File: config.mk
export PLATFORM = sky130hd
export DESIGN_NAME = obl_ctrl
export DESIGN_NICKNAME = d
export VERILOG_FILES = /design/src/hdl/obl_pkg.sv /design/src/hdl/obl_ctrl.sv
export SDC_FILE = /design/constraint.sdc
export NUM_CORES = 1
export LEC_CHECK = 0
export BUFFER_PORTS_ARGS = -buffer_cell sky130_fd_sc_hd__buf_2
export CAP_MARGIN = 15
export CORE_AREA = 2 2 39 41
export CTS_BUF_LIST = sky130_fd_sc_hd__clkbuf_8
export CTS_CLUSTER_SIZE = 20
export DETAILED_ROUTE_END_ITERATION = 6
export DIE_AREA = 0 0 41 43
export PLACE_DENSITY = 0.82
export SKIP_CTS_REPAIR_TIMING = 1
export SLEW_MARGIN = 0
export SYNTH_ARGS = -nofsm -noshare
export SYNTH_HDL_FRONTEND = slang
export SYNTH_SLANG_ARGS = --single-unit
File: constraint.sdc
create_clock -name clk -period 3.35 [get_ports clk]
set_input_delay 0.8375 -clock clk [delete_from_list [all_inputs] [get_ports clk]]
set_output_delay 0.8375 -clock clk [all_outputs]
set_load 0.02 [all_outputs]
File: src/hdl/obl_pkg.sv
// shared types and constants of the order book level table
package obl_pkg;

	localparam int PRICE_W = 32;
	localparam int AMT_W   = 32;
	localparam int TS_W    = 63;
	localparam int ENTRY_W = PRICE_W + AMT_W;

	localparam logic SIDE_BID = 1'b0;
	localparam logic SIDE_ASK = 1'b1;

	typedef enum logic [2:0] {
		ST_IDLE,
		ST_CHECK,
		ST_MATCH,
		ST_APPLY,
		ST_BEST,
		ST_REPORT
	} obl_state_t;

	typedef struct packed {
		logic latch;
		logic check;
		logic match;
		logic apply;
		logic best;
		logic report;
		logic proc;
	} obl_ctrl_t;

endpackage

File: src/hdl/obl_ctrl.sv
// sequencer: transaction intake, table scan counter and phase control
module obl_ctrl #(
	parameter int LEVELS = 64
) (
	input  logic                      clk,
	input  logic                      arst_n,
	input  logic                      start,
	input  logic                      do_level,
	output logic                      busy,
	output obl_pkg::obl_ctrl_t        ctrl,
	output logic [$clog2(LEVELS)-1:0] rd_idx,
	output logic [$clog2(LEVELS)-1:0] proc_idx
);

	import obl_pkg::*;

	localparam int IW = $clog2(LEVELS);
	localparam int CW = $clog2(LEVELS + 1);

	obl_state_t    state_q, state_d;
	logic [CW-1:0] cnt_q;
	logic [CW-1:0] cnt_m1;
	logic          scan_last;
	logic          scanning;

	assign scan_last = (cnt_q == CW'(LEVELS));
	assign scanning  = (state_q == ST_MATCH) || (state_q == ST_BEST);
	assign cnt_m1    = cnt_q - CW'(1);
	assign proc_idx  = cnt_m1[IW-1:0];
	assign rd_idx    = (cnt_q < CW'(LEVELS)) ? cnt_q[IW-1:0] : '0;
	assign busy      = (state_q != ST_IDLE);

	always_ff @(posedge clk or negedge arst_n) begin
		if (!arst_n) begin
			state_q <= ST_IDLE;
			cnt_q   <= '0;
		end else begin
			state_q <= state_d;
			if (scanning && !scan_last) begin
				cnt_q <= cnt_q + CW'(1);
			end else begin
				cnt_q <= '0;
			end
		end
	end

	always_comb begin
		state_d     = state_q;
		ctrl        = '0;
		ctrl.proc   = scanning && (cnt_q != '0);
		unique case (state_q)
			ST_IDLE: begin
				if (start) begin
					ctrl.latch = 1'b1;
					state_d    = ST_CHECK;
				end
			end
			ST_CHECK: begin
				ctrl.check = 1'b1;
				state_d    = do_level ? ST_MATCH : ST_BEST;
			end
			ST_MATCH: begin
				ctrl.match = 1'b1;
				if (scan_last) begin
					state_d = ST_APPLY;
				end
			end
			ST_APPLY: begin
				ctrl.apply = 1'b1;
				state_d    = ST_BEST;
			end
			ST_BEST: begin
				ctrl.best = 1'b1;
				if (scan_last) begin
					state_d = ST_REPORT;
				end
			end
			ST_REPORT: begin
				ctrl.report = 1'b1;
				state_d     = ST_IDLE;
			end
			default: begin
				state_d = ST_IDLE;
			end
		endcase
	end

endmodule
==> impl_metrics.csv, run 1 <==
group,metric,value,unit
floorplanning,io_pins,24,
floorplanning,dieHeight,43,um
setup_path,cp-end-kind,"output pin",
sta,rsz0062_at_grt,"no",
yosys,synth_area_per_cell,8.50,um^2
sta,relSlewSlack,79.8,%
layout,final-seq-area,250,um^2
status,status,"complete, no violations",
yosys,syn-cell-area,688,um^2
setup_path,crit_path_start_kind,"flop",
flow_run,cap_violations,0,
route,remaining_drc_errors,0,
yosys,syn-num-nets,88,
clock_network,cts_buffers,3,
sta,fmax,401,MHz
sta,finalSetupTns,0,ns
global_route,grt_pass1_wl,2380,um
setup_path,crit_path_end,"proc_idx[5]",
global_route,grt_use_total,20.6,%
clock_network,cts-root-buf,"clkbuf_8",
global_route,antenna_found_initial,0,
floorplanning,dieArea,0.00176,mm^2
sta,setup_viol,0,
yosys,yosysTopAreaCellShare,36.4,%
power_and_ir_drop,vdd_drop_max,529,uV
setup_path,r2r_start,"cnt_q[0]",
yosys,yosys_register_bits,10,
layout,n_fill_cell,128,
setup_path,path_class,"flop to output pin",
route,drt_iter0_drc,8,
place,gp_congestion,0.739,
floorplanning,row_count,14,
sta,slew_violations,0,
setup_path,startpoint,"cnt_q[4]",
yosys,synth_most_common_cell,"nor2_1",
place,dpl_worst_slack,1.12,ns
layout,layout-drive-gt1-share,30.1,%
sta,fin_crit,2.49,ns
power_and_ir_drop,power.leakage,0.432,nW
clock_network,htree_levels,1,
yosys,yosysWarnings,0,
clock_network,cts.sinks,10,
route,firstDrtPassIters,4,
layout,diodes,0,
sta,hold_viol,0,
route,vias,633,
yosys,synth-edff-count,0,
setup_path,crit_arrival,1.65,ns
yosys,ys_seq_area_share,36.4,%
place,hpwl,1140,um
floorplanning,die_w,41,um
min_path,hold_path.class,"input pin to asynchronous set/reset pin",
global_route,grt_pass1_vias,575,
setup_path,rr_worst_depth,4,
floorplanning,start_util,49.7,%
clock_network,cts_buffer_depth,2,
layout,multi_input_area,383,um^2
yosys,async_flop_share,100,%
sta,fin_skew,0.00403,ns
route,finalWirelength,1470,um
setup_path,rrSetupSlack,1.80,ns
layout,area_growth,23.5,%
sta,min_period_over_period,74.4,%
sta,setup_ws,0.858,ns
layout,fin_nets,111,
setup_path,cp.required,2.51,ns
global_route,grt_max_degree,11,
route,ant_nets,0,
yosys,syn_inst,81,
yosys,synth.area.top_cells,"dfrtp_1 (36%), nor2_1 (6.5%), xor2_1 (6.4%), ha_1 (5.5%), inv_1 (3.8%)",
floorplanning,design.core.area,0.00138,mm^2
sta,worstMarginPinSlew,0.303,ns
setup_path,path_max_fanout,6,
power_and_ir_drop,powerDensity,898,mW/mm^2
yosys,ys_types,28,
yosys,yosys-top-cells-count,"nor2_1 (12), dfrtp_1 (10), inv_1 (7)",
place,portBuffers,23,
clock_network,cts_tree,"done",
yosys,dominantRegCellSynth,"dfrtp_1",
route,wire_per_inst,12.4,um
clock_network,cts.clk_slew.worst_paths,0.05,ns
yosys,synth_largest_area_cell,"dfrtp_1",
clock_network,clk_latency,0.24,ns
route,drt-vias-per-instance,5.32,
setup_path,rr_endpoint,"cnt_q[6]",
global_route,grt_overflow,0,
## per-layer routing
layer | track usage [%] | wire (um) | part of all wire, % | vias up
met2 | 32.2 | 721 | 49 | 19
met4 | 13.3 | 41 | 2.8 | 0
met3 | 5.24 | 64 | 4.3 | 4
met1 | 23.4 | 646 | 44 | 295
li1 | - | - | - | 315
met5 | 0 | 0 | 0 | -
## power by group
group | internal, mW | total [mW] | switching, mW
Clock | 0.103 | 0.153 | 0.0492
Combinational | 0.147 | 0.416 | 0.269
Sequential | 0.146 | 0.195 | 0.0487
## flip-flops by register name, summed over array words and instances (netlist names)
| name | count |
|---|---|
| cnt_q | 7 |
| state_q | 3 |
## worst min path at each step
stage	from	to	slack [ns]	depth (start not counted)
after global placement	state_q[0]	state_q[0]	0.53	1
final	arst_n	cnt_q[6]	0.45	1
after detailed placement	state_q[0]	state_q[0]	0.54	1
after global routing	arst_n	state_q[2]	0.46	1
after floorplan	cnt_q[0]	cnt_q[0]	0.49	1
after CTS	arst_n	cnt_q[6]	0.45	1
## cells in the final DEF (no fill, tap or decap), drive strengths merged
| cell | n |
|---|---|
| a21oi | 4 |
| xor2 | 5 |
| o21ai | 1 |
| buf | 23 |
| nand3 | 5 |
| or2 | 1 |
| a221oi | 1 |
| nor2 | 12 |
| a211o | 1 |
| o211ai | 1 |
| ha | 3 |
| nor2b | 3 |
| nand4 | 1 |
| or3 | 3 |
| nor3 | 4 |
| o311a | 1 |
| nand3b | 1 |
| dfrtp | 10 |
| inv | 7 |
| nand2 | 3 |
| xnor2 | 3 |
| o221ai | 1 |
| nand2b | 4 |
| clkbuf | 4 |
| nor4b | 1 |
## logic make-up after synthesis
group	share of synthesized area, %
simple gates	28.7
buf+inv	8.00
flops	36.4
fa+ha+maj	5.46
xor+xnor	10.2
compound gates	11.3
## per-stage QoR
stage / hold WS (ns) / util, % / std cells / total power, mW / cell area (um^2)
after CTS: 0.454 / 61.4 / 119 / 0.767 / 850
after global routing: 0.463 / 61.4 / 119 / 0.826 / 850
final: 0.447 / 61.4 / 119 / 0.763 / 850
after global placement: 0.529 / 57.4 / 115 / 0.603 / 795
after floorplan: 0.491 / - / 81 / 0.492 / 688
after detailed placement: 0.537 / 57.4 / 115 / 0.612 / 795
## critical path, stage by stage, from the launching register on
cell and delay [ns]:
dfrtp_1 0.45, or3_4 0.45, nor3_1 0.19, xnor2_1 0.14
buf_2 0.18
## cell type report
type	count	share of cell area (%)
Clock buffer	4	6.48
Timing Repair Buffer	23	13.5
Inverter	7	3.09
Tap cell	16	2.36
Multi-Input combinational cell	59	45.1
Sequential cell	10	29.5
No activity file was read; power rests on OpenSTA's default activity.
==> run 2: changes to the inputs <==
--- a/config.mk
+++ b/config.mk
@@ -7,12 +7,11 @@
 export LEC_CHECK = 0
 export BUFFER_PORTS_ARGS = -buffer_cell sky130_fd_sc_hd__buf_2
 export CAP_MARGIN = 15
-export CORE_AREA = 2 2 39 41
+export CORE_UTILIZATION = 50
 export CTS_BUF_LIST = sky130_fd_sc_hd__clkbuf_8
 export CTS_CLUSTER_SIZE = 20
 export DETAILED_ROUTE_END_ITERATION = 6
-export DIE_AREA = 0 0 41 43
-export PLACE_DENSITY = 0.82
+export PLACE_DENSITY = 0.8
 export SKIP_CTS_REPAIR_TIMING = 1
 export SLEW_MARGIN = 0
 export SYNTH_ARGS = -nofsm -noshare
==> constraint.sdc (replaced) <==
create_clock -name clk -period 2.6 [get_ports clk]
set_input_delay 0.65 -clock clk [delete_from_list [all_inputs] [get_ports clk]]
set_output_delay 0.65 -clock clk [all_outputs]
set_load 0.02 [all_outputs]
==> run 2 against run 1 <==
Net effect: clock power grew 23%; core utilization grew 4.6 points; first-iteration DRC count grew 100%; critical path depth is the same; die area shrank 13%; clock-buffer cell count is the same; cell count shrank 0.84%; design area shrank 0.15%; via count grew 1.3%; clock skew grew 0.0012 ns.
==> impl_metrics.csv, run 2 (synthesis results as in run 1) <==
group,metric,value,unit
setup_path,cp-end-kind,"output pin",
route,drt-vias-per-instance,5.43,
flow_run,cap_violations,0,
clock_network,cts_tree,"done",
sta,relSlewSlack,78.3,%
layout,largest_reg_flops,7,
floorplanning,dieArea,0.00153,mm^2
floorplanning,start_util,53.6,%
sta,setup_viol,0,
layout,layout_commonest_cell,"buf_2",
clock_network,htree_levels,1,
place,dpl_worst_slack,0.573,ns
place,gp_congestion,0.674,
setup_path,path_max_fanout,8,
setup_path,cp.required,1.95,ns
floorplanning,design.core.area,0.00128,mm^2
global_route,grt_pass1_vias,461,
power_and_ir_drop,powerDensity,1150,mW/mm^2
status,status,"complete, no violations",
sta,fmax,442,MHz
route,ant_nets,0,
layout,layout-drive-gt1-share,30.1,%
layout,area_growth,23.3,%
route,wire_per_inst,11.4,um
place,portBuffers,23,
sta,hold_viol,0,
route,finalWirelength,1350,um
sta,finalSetupTns,0,ns
min_path,hold_path.class,"input pin to asynchronous set/reset pin",
sta,rsz0062_at_grt,"no",
layout,fin_area,848,um^2
route,drt_iter0_drc,16,
sta,setup_ws,0.340,ns
clock_network,cts.sinks,10,
sta,fin_skew,0.00519,ns
clock_network,cts_buffer_depth,2,
global_route,grt_use_total,19.5,%
floorplanning,io_pins,24,
clock_network,cts.clk_slew.worst_paths,0.05,ns
sta,fin_crit,2.26,ns
setup_path,path_class,"flop to output pin",
global_route,grt_overflow,0,
global_route,grt_max_degree,11,
layout,top_register,"cnt_q",
layout,diodes,0,
floorplanning,row_count,13,
place,dpl-instance-area,793,um^2
sta,slew_violations,0,
power_and_ir_drop,vdd_drop_max,515,uV
clock_network,clk_latency,0.23,ns
sta,min_period_over_period,86.9,%
setup_path,crit_arrival,1.61,ns
route,firstDrtPassIters,4,
layout,layout_common_cells,"buf_2 (23), nor2_1 (12), dfrtp_1 (10)",
sta,worstMarginPinSlew,0.324,ns
setup_path,rr_worst_depth,4,
clock_network,cts-root-buf,"clkbuf_8",
global_route,grt_pass1_wl,1920,um
place,hpwl,1020,um
setup_path,crit_path_start_kind,"flop",
clock_network,cts_buffers,3,
power_and_ir_drop,power.leakage,0.432,nW
layout,reg.largest.list,"cnt_q: 7 flops, state_q: 3 flops",
route,vias,641,
floorplanning,dieHeight,39.1,um
floorplanning,die_w,39.1,um
global_route,antenna_found_initial,0,
route,remaining_drc_errors,0,
layout,fin_nets,111,
[run 2: cell counts in the layout (fill, tap and decap cells not counted)]
No cell type changed its count.
[run 2: final cells by class]
| class | count | area [um^2] |
|---|---|---|
| Clock buffer | 4 | 55.1 |
| Timing Repair Buffer | 23 | 115 |
| Tap cell | 15 | 18.8 |
| Fill cell | 106 | 437 |
| Multi-Input combinational cell | 59 | 383 |
| Sequential cell | 10 | 250 |
| Inverter | 7 | 26.3 |
[run 2: through the flow]
stage	utilization (%)	hold WS, ns	power, mW	std cells
finish	66.0	0.266	0.975	118
global route	66.0	0.272	1.05	118
CTS	66.0	0.271	0.981	118
detailed placement	61.7	0.517	0.787	114
global placement	61.7	0.521	0.779	114
floorplan	-	0.354	0.633	81
[run 2: power breakdown]
group / total, mW / leakage, nW / internal, mW / switching, mW
Sequential: 0.250 / 0.136 / 0.188 / 0.0618
Clock: 0.188 / 0.0288 / 0.133 / 0.0552
Combinational: 0.537 / 0.268 / 0.190 / 0.347
[run 2: final timing paths]
check	startpoint	endpoint	slack (ns)
worst max-delay path	cnt_q[3]	proc_idx[5]	0.34
worst min-delay path	arst_n	cnt_q[1]	0.27
worst max register to register	cnt_q[0]	cnt_q[6]	1.12
worst min register to register	state_q[0]	state_q[0]	0.55
max in group asynchronous	arst_n	cnt_q[4]	2.14
min in group clk	state_q[0]	state_q[0]	0.55
[run 2: per-layer routing]
layer | track usage [%] | up-vias | part of all wire (%)
li1 | - | 318 | -
met1 | 25.5 | 292 | 45
met2 | 29.2 | 29 | 46
met3 | 5.20 | 2 | 7.1
met4 | 10.3 | 0 | 0.89
met5 | 0 | - | 0
[run 2: worst max-delay path, cell delays in order (launching register included)]
cell	delay, ns
dfrtp_1	0.46
or3_4	0.43
nor3_1	0.19
xnor2_1	0.13
buf_2	0.17
